**config.mk**
```make
export PLATFORM = sky130hd
export DESIGN_NAME = mvpi_back_flat
export DESIGN_NICKNAME = d
export VERILOG_FILES = /design/src/design/mvpi_pkg.sv /design/src/design/mvpi_pose_if.sv /design/src/design/mvpi_back.sv /design/src/flat_wrapper.sv
export SDC_FILE = /design/constraint.sdc
export NUM_CORES = 2
export LEC_CHECK = 0
export ABC_CLOCK_PERIOD_IN_PS = 21500
export BUFFER_PORTS_ARGS = -buffer_cell sky130_fd_sc_hd__buf_2
export CAP_MARGIN = 20
export CORE_ASPECT_RATIO = 0.9
export CORE_MARGIN = 3
export CORE_UTILIZATION = 45
export CTS_CLUSTER_DIAMETER = 200
export DETAILED_ROUTE_END_ITERATION = 12
export SYNTH_ARGS = -nofsm -noshare
export SYNTH_HDL_FRONTEND = slang
export SYNTH_SLANG_ARGS = --single-unit
```
**constraint.sdc**
```tcl
create_clock -name i_clk -period 21.5 [get_ports i_clk]
set_input_delay 2.15 -clock i_clk [delete_from_list [all_inputs] [get_ports i_clk]]
set_output_delay 2.15 -clock i_clk [all_outputs]
set_load 0.02 [all_outputs]
```
**src/design/mvpi_pkg.sv**
```systemverilog
// Package for the multi-vehicle pose integrator: types, constants, CORDIC table.
// No dependencies; used by the interfaces and every module.
package mvpi_pkg;

    localparam logic [15:0] STEP_PERIOD_RESET = 16'd3277;
    localparam logic [31:0] RAD_TO_BAM_Q16    = 32'd683565276;
    localparam logic [31:0] INV_GAIN_Q32      = 32'd2608131496;
    localparam int          ATAN_ENTRIES      = 24;

    localparam logic MODE_VEL = 1'b0;
    localparam logic MODE_SET = 1'b1;

    typedef struct packed {
        logic              mode;
        logic [3:0]        vehicle_index;
        logic signed [15:0] linear_speed;
        logic signed [15:0] angular_rate;
        logic signed [31:0] set_x;
        logic signed [31:0] set_y;
        logic [15:0]       set_heading;
    } t_cmd;

    typedef struct packed {
        logic [3:0]         out_vehicle;
        logic signed [31:0] pos_x;
        logic signed [31:0] pos_y;
        logic [15:0]        heading;
    } t_pose;

    // queued work for the back end
    typedef struct packed {
        logic               mode;
        logic               in_range;
        logic [3:0]         vehicle;
        logic signed [31:0] travel; // v * t, Q8.24
        logic signed [31:0] turn;   // w * t, Q8.24
        logic signed [31:0] set_x;
        logic signed [31:0] set_y;
        logic [15:0]        set_heading;
    } t_job;

    typedef enum logic [2:0] {
        S_IDLE, S_MUL, S_SCALE, S_CORDIC, S_WRITE, S_OUT
    } t_state;

    function automatic logic [31:0] atan_lut(input logic [4:0] i);
        logic [31:0] r;
        case (i)
            5'd0:  r = 32'd536870912;
            5'd1:  r = 32'd316933406;
            5'd2:  r = 32'd167458907;
            5'd3:  r = 32'd85004756;
            5'd4:  r = 32'd42667331;
            5'd5:  r = 32'd21354465;
            5'd6:  r = 32'd10679838;
            5'd7:  r = 32'd5340245;
            5'd8:  r = 32'd2670163;
            5'd9:  r = 32'd1335087;
            5'd10: r = 32'd667544;
            5'd11: r = 32'd333772;
            5'd12: r = 32'd166886;
            5'd13: r = 32'd83443;
            5'd14: r = 32'd41722;
            5'd15: r = 32'd20861;
            5'd16: r = 32'd10430;
            5'd17: r = 32'd5215;
            5'd18: r = 32'd2608;
            5'd19: r = 32'd1304;
            5'd20: r = 32'd652;
            5'd21: r = 32'd326;
            5'd22: r = 32'd163;
            5'd23: r = 32'd81;
            default: r = 32'd0;
        endcase
        return r;
    endfunction

endpackage

```
**src/design/mvpi_pose_if.sv**
```systemverilog
// Valid/ready channel carrying one pose result item.
// Depends on mvpi_pkg.
interface mvpi_pose_if;
    logic             valid;
    logic             ready;
    mvpi_pkg::t_pose  data;
    modport source (output valid, output data, input ready);
    modport sink   (input valid, input data, output ready);
endinterface

```
**src/design/mvpi_back.sv**
```systemverilog
// Back end: pose store, heading update, distance scaling, iterative CORDIC,
// saturating position update and output register. Depends on mvpi_pkg.
module mvpi_back #(
    parameter int NUM_VEHICLES = 16,
    parameter int CORDIC_STEPS = 16
) (
    input  logic              i_clk,
    input  logic              i_rst_n,
    input  logic              i_job_valid,
    input  mvpi_pkg::t_job    i_job,
    output logic              o_pop,
    mvpi_pose_if.source       res
);
    import mvpi_pkg::*;

    localparam int VW    = (NUM_VEHICLES > 1) ? $clog2(NUM_VEHICLES) : 1;
    localparam int NSTEP = (CORDIC_STEPS > ATAN_ENTRIES) ? ATAN_ENTRIES : CORDIC_STEPS;

    logic [31:0] r_xs [NUM_VEHICLES];
    logic [31:0] r_ys [NUM_VEHICLES];
    logic [15:0] r_hs [NUM_VEHICLES];
    logic [NUM_VEHICLES-1:0] r_vld;

    t_state r_state, n_state;
    t_job   r_job;
    logic [VW-1:0] idx;
    logic signed [63:0] r_prod;
    logic [15:0] r_h;
    logic signed [39:0] r_x, r_y;
    logic signed [32:0] r_z;
    logic [4:0] r_i;
    logic signed [31:0] cur_x, cur_y;
    logic [15:0] cur_h;
    logic signed [39:0] xs, ys, xr, yr;
    logic signed [31:0] xq, yq, sx, sy;
    logic signed [32:0] sumx, sumy;
    logic [15:0] dh, h_new;
    logic signed [63:0] xsc;
    logic r_ov;
    t_pose r_res;

    assign idx   = r_job.vehicle[VW-1:0];
    assign cur_x = r_vld[idx] ? $signed(r_xs[idx]) : 32'sd0;
    assign cur_y = r_vld[idx] ? $signed(r_ys[idx]) : 32'sd0;
    assign cur_h = r_vld[idx] ? r_hs[idx] : 16'd0;

    always_comb begin
        n_state = r_state;
        case (r_state)
            S_IDLE:   if (i_job_valid) n_state = S_MUL;
            S_MUL:    n_state = (!r_job.in_range || r_job.mode == MODE_SET) ? S_WRITE
                                : S_SCALE;
            S_SCALE:  n_state = S_CORDIC;
            S_CORDIC: if (r_i == 5'(NSTEP - 1)) n_state = S_WRITE;
            S_WRITE:  n_state = S_OUT;
            S_OUT:    if (res.ready) n_state = S_IDLE;
            default:  n_state = S_IDLE;
        endcase
    end

    always_comb begin
        o_pop     = (r_state == S_IDLE) && i_job_valid;
        res.valid = (r_state == S_OUT);
        res.data  = r_res;
    end

    // heading step rounded into binary-angle units
    assign dh    = 16'((r_prod + 64'sd549755813888) >>> 40);
    assign h_new = cur_h + dh;
    assign xsc   = r_prod + 64'sd2147483648;

    assign xs = r_x >>> r_i;
    assign ys = r_y >>> r_i;
    assign xr = (r_x + 40'sd128) >>> 8;
    assign yr = (r_y + 40'sd128) >>> 8;
    assign xq = 32'(xr);
    assign yq = 32'(yr);
    assign sumx = 33'(cur_x) + 33'(xq);
    assign sumy = 33'(cur_y) + 33'(yq);
    assign sx = (sumx[32] != sumx[31]) ? {sumx[32], {31{~sumx[32]}}} : sumx[31:0];
    assign sy = (sumy[32] != sumy[31]) ? {sumy[32], {31{~sumy[32]}}} : sumy[31:0];

    always_ff @(posedge i_clk) begin
        case (r_state)
            S_IDLE: if (i_job_valid) begin
                r_job  <= i_job;
                r_prod <= 64'(i_job.turn) * $signed({1'b0, RAD_TO_BAM_Q16});
            end
            S_MUL: begin
                r_h    <= h_new;
                r_prod <= 64'(r_job.travel) * $signed({1'b0, INV_GAIN_Q32});
            end
            S_SCALE: begin
                r_i <= 5'd0;
                r_y <= 40'sd0;
                // fold the left half plane onto the right, z as signed 33-bit angle
                if (r_h[15] != r_h[14]) begin
                    r_x <= -40'(xsc >>> 32);
                    r_z <= $signed({~r_h[15], ~r_h[15], r_h[14:0], 16'd0});
                end else begin
                    r_x <= 40'(xsc >>> 32);
                    r_z <= $signed({r_h[15], r_h, 16'd0});
                end
            end
            S_CORDIC: begin
                r_i <= r_i + 5'd1;
                if (!r_z[32]) begin
                    r_x <= r_x - ys;
                    r_y <= r_y + xs;
                    r_z <= r_z - $signed({1'b0, atan_lut(r_i)});
                end else begin
                    r_x <= r_x + ys;
                    r_y <= r_y - xs;
                    r_z <= r_z + $signed({1'b0, atan_lut(r_i)});
                end
            end
            S_WRITE: begin
                r_res.out_vehicle <= r_job.vehicle;
                if (!r_job.in_range) begin
                    r_res.pos_x <= '0; r_res.pos_y <= '0; r_res.heading <= '0;
                end else if (r_job.mode == MODE_SET) begin
                    r_xs[idx] <= r_job.set_x;
                    r_ys[idx] <= r_job.set_y;
                    r_hs[idx] <= r_job.set_heading;
                    r_res.pos_x <= r_job.set_x;
                    r_res.pos_y <= r_job.set_y;
                    r_res.heading <= r_job.set_heading;
                end else begin
                    r_xs[idx] <= sx;
                    r_ys[idx] <= sy;
                    r_hs[idx] <= r_h;
                    r_res.pos_x <= sx;
                    r_res.pos_y <= sy;
                    r_res.heading <= r_h;
                end
            end
            default: ;
        endcase
        if (!i_rst_n) begin
            r_state <= S_IDLE;
            r_vld   <= '0;
            r_ov    <= 1'b0;
        end else begin
            r_state <= n_state;
            r_ov    <= 1'b0;
            if (r_state == S_WRITE && r_job.in_range) r_vld[idx] <= 1'b1;
        end
    end

    a_pop_idle: assert property (@(posedge i_clk) disable iff (!i_rst_n)
        o_pop |=> (r_state == S_MUL)) else $error("job not started");
    a_out_hold: assert property (@(posedge i_clk) disable iff (!i_rst_n)
        (res.valid && !res.ready) |=> (res.valid && $stable(r_res)))
        else $error("result changed while stalled");
    a_step_bound: assert property (@(posedge i_clk) disable iff (!i_rst_n)
        (r_state == S_CORDIC) |-> (r_i < 5'(NSTEP))) else $error("cordic overrun");
    a_no_ovf_flag: assert property (@(posedge i_clk) disable iff (!i_rst_n) !r_ov)
        else $error("internal flag set");
endmodule

```
**src/flat_wrapper.sv**
```systemverilog
// flat-port wrapper written by rule: the top's interface ports become plain ports
module mvpi_back_flat import mvpi_pkg::*;
#(
    parameter int NUM_VEHICLES = 16,
    parameter int CORDIC_STEPS = 16
)
  (i_clk, i_rst_n, i_job_valid, i_job, o_pop, res_valid, res_data, res_ready);
  mvpi_pose_if res_i ();
  input  logic i_clk;
  input  logic i_rst_n;
  input  logic i_job_valid;
  input  mvpi_pkg::t_job i_job;
  output logic o_pop;
  output wire logic [$bits(res_i.valid)-1:0] res_valid;
  output wire logic [$bits(res_i.data)-1:0] res_data;
  input wire logic [$bits(res_i.ready)-1:0] res_ready;
  assign res_valid = res_i.valid;
  assign res_data = res_i.data;
  assign res_i.ready = res_ready;
  mvpi_back #(.NUM_VEHICLES(NUM_VEHICLES), .CORDIC_STEPS(CORDIC_STEPS)) u_core (.i_clk(i_clk), .i_rst_n(i_rst_n), .i_job_valid(i_job_valid), .i_job(i_job), .o_pop(o_pop), .res(res_i));
endmodule
```
==> metrics.txt <==
Ys Warns 0; hold path cells 1; Initial Utilization 45.4%; Die W 554 µm; worst slew pin tran 1.12 ns; GRT overflow 0; crit path buf inv count 5; CTS root buf clkbuf_16; CP max FO 45; Via density 5.82; Worst Hold Class flip-flop to flip-flop; final setup violation count 0; Slew HR 24.6%; post-synthesis cell type count 107; CP endpoint kind flip-flop; Vias 79000; status finished clean; drt initial violations 8138; routed length per instance 26.6 µm; syn nets 11600; commonest register cell after synthesis edfxtp_1; ANT nets after route 0; H-tree lvl count 4; fin nets 11800; Syn Area/Cell 12.6 µm²; Post-synth ARST share 0%; Max-Cap Viols 0; Post-DP Area 0.127 mm²; # Post-CTS Setup Buffers 0; ratio of cells with drive above 1 in the final layout 13.3%; initial antenna violation count 14; maximum clock path buffer count 4; row cnt 180; Top cell by count, worst path buf_4; post-CTS sizing 0; minimum clock period 10.37 ns; Die ar. 0.277 mm²; largest net degree at the start of global routing 140; Syn Inst Count 9677; unrepaired setup endpoints after global routing false; CP max stage delay 0.94 ns; Post-Route WL 361 mm; reg2reg path depth 24; TritonRoute pass-1 iters 6; drc violations 0; Finished Cell Area 0.133 mm²; num ports 240; first-pass GRT wire length 534 mm; CP required 22.16 ns; r2r endpoint u_core.r_ys[4][22]; clock sinks 1702; Hold EP u_core.r_vld[10]; critical path arrival 11.03 ns; Post-Syn Area 0.122 mm²; critical path's slowest cell ha_1; Clk Latency, worst-skew pair 0.90 ns; vias in the first global route 79200; fillcell total 23400; maximum clock rate 96.5 MHz; CTS tree yes; EDFF count, synth 1649; Syn-to-layout area delta 9.72%; Total GRT Usage 25.9%; hold buffers post-CTS 0; register area 0.0506 mm²; Worst-path clk slew 0.07 ns; setup TNS 0 ns; crit path kind flip-flop to flip-flop; CTS buffer count 186; Slew Limit Fails 0; Clock Skew 0.144 ns; RePlAce Congestion 0.963; crit-path cells buf_4, buf_4, buf_4, mux4_2, mux4_2, nor2b_1, ha_1, o21ai_0, nor4_1, o21ba_2, o31ai_1, nor2_1, a41o_1, a221oi_1, o21ai_0, a21o_1, a21oi_1, xnor2_1, ha_1, nand2b_1, buf_8, a21boi_0, o21ai_0, buf_4; placed wire-length estimate 263 mm; #FFs+latches synth 1702; CP top delay family buffers and inverters; Placeable Area 0.268 mm²; Final Hold Viols 0; worst reg-to-reg setup slack 11.13 ns; hold path start u_core.r_vld[10]; Worst setup SP type flip-flop; Seq/Total Area, Yosys 41.6%; Die Ht 499 µm; multi-input logic area 0.0637 mm²; Port Buf Inserts 239; period utilisation layout 48.2%
[cell type report]
class | count | area share (%)
Antenna cell | 4 | 0.00750
Clock buffer | 218 | 3.62
Clock inverter | 105 | 0.967
Inverter | 1561 | 4.39
Multi-Input combinational cell | 6033 | 47.7
Sequential cell | 1702 | 37.9
Tap cell | 3549 | 3.33
Timing Repair Buffer | 413 | 2.03
[state kept, by name (all words and copies together), names as in the netlist, named ones only]
signal	cells
u_core.r_y	40
u_core.r_state	3
u_core.r_ys	512
u_core.r_z	33
u_core.r_x	40
u_core.r_job	114
u_core.r_xs	512
u_core.idx	4
u_core.r_vld	16
u_core.r_i	5
u_core.r_prod	33
u_core.r_hs	256
u_core.r_h	16
u_core.res.data	84
[cells in the final DEF (no fill, tap or decap), types with 56 or more instances in the layout]
cell type  synthesis  layout
edfxtp_1        1649    1649
inv_1           1556    1553
fa_1             914     914
ha_1             815     815
mux4_2           488     488
nand2_1          470     468
nor2_1           474     460
a21oi_1          416     416
o21ai_0          369     362
xnor2_1          305     305
buf_2             24     239
xor2_1           216     216
clkbuf_16          0     187
buf_4              8     156
a21o_1           136     136
nor2b_1          120     120
nand3_1          111     111
mux2i_1          100     100
mux2_2            82      82
nor3_1            85      81
a31oi_1           76      76
and3_1            75      75
o21a_1            66      66
a211oi_1          56      56
[cells by family (layout without fill, tap and decap cells)]
kind of cell,after synthesis,in the layout,synth area share (%)
other cells,0,4,0
flops,1702,1702,41.6
compound gates,1475,1475,7.68
buf+inv,1942,2297,6.18
simple gates,1616,1616,6.31
xor+xnor,521,521,3.75
mux,691,691,11.1
fa+ha+maj,1730,1730,23.4
[cell usage after synthesis, types with 45 or more instances]
cell,number,area (µm²)
ha_1,815,10200
fa_1,914,18300
inv_1,1556,5840
mux4_2,488,11000
nand4_1,54,338
nor2b_1,120,751
o21ai_0,369,1850
mux2i_1,100,1000
nand3_1,111,556
xor2_1,216,1890
dfxtp_1,53,1060
o21a_1,66,495
xnor2_1,305,2670
clkbuf_1,268,1010
a211oi_1,56,420
a31oi_1,76,475
a21o_1,136,1020
nor2_1,474,1780
nand2_1,470,1760
and2_1,45,282
nor3_1,85,425
and3_1,75,469
a21oi_1,416,2080
mux2_2,82,923
buf_1,63,236
edfxtp_1,1649,49500
[per-layer routing]
layer  vias to the layer above  share of wire, %  track usage, %
li1                      34700                 -               -
met1                     40600                44            38.1
met2                      3240                45            39.7
met3                       523               8.0            4.43
met4                         6               3.1            7.05
met5                         -             0.011               0
[worst register-to-register path, delay by kind of cell, from the launching register on]
kind | cells | cell delay [ns]
AO/OA/AOI/OAI | 10 | 2.50
XOR/XNOR | 1 | 0.12
adder cells (fa/ha/maj) | 2 | 1.34
buffers and inverters | 5 | 3.16
flip-flops | 1 | 0.85
multiplexers | 2 | 1.11
AND/OR/NAND/NOR | 4 | 1.07
[worst max path at each step]
stage,from,endpoint,cells after the start,slack [ns]
after floorplan,i_job_valid,u_core.r_prod[31],2,4.26
after global placement,flip-flop,u_core.r_ys[6][22],23,10.95
after detailed placement,flip-flop,u_core.r_ys[13][30],25,11.16
after CTS,flip-flop,u_core.r_ys[11][22],24,11.10
after global routing,flip-flop,u_core.r_ys[4][16],24,10.40
final,flip-flop,u_core.r_ys[4][22],24,11.13
[through the flow]
step | worst slack [ns] | utilization [%] | hold slack [ns] | cells
final | 11.13 | 49.8 | 0.464 | 13600
after CTS | 11.10 | 49.7 | 0.463 | 13600
after floorplan | 4.26 | - | 0.424 | 9677
after global routing | 10.40 | 49.8 | 0.480 | 13600
after detailed placement | 11.16 | 47.4 | 0.448 | 13200
after global placement | 10.95 | 47.4 | 0.443 | 13200
Power is left out: the tool's default activity adds up to more than one toggle a clock period on the data nets, which glitch-free logic cannot reach.
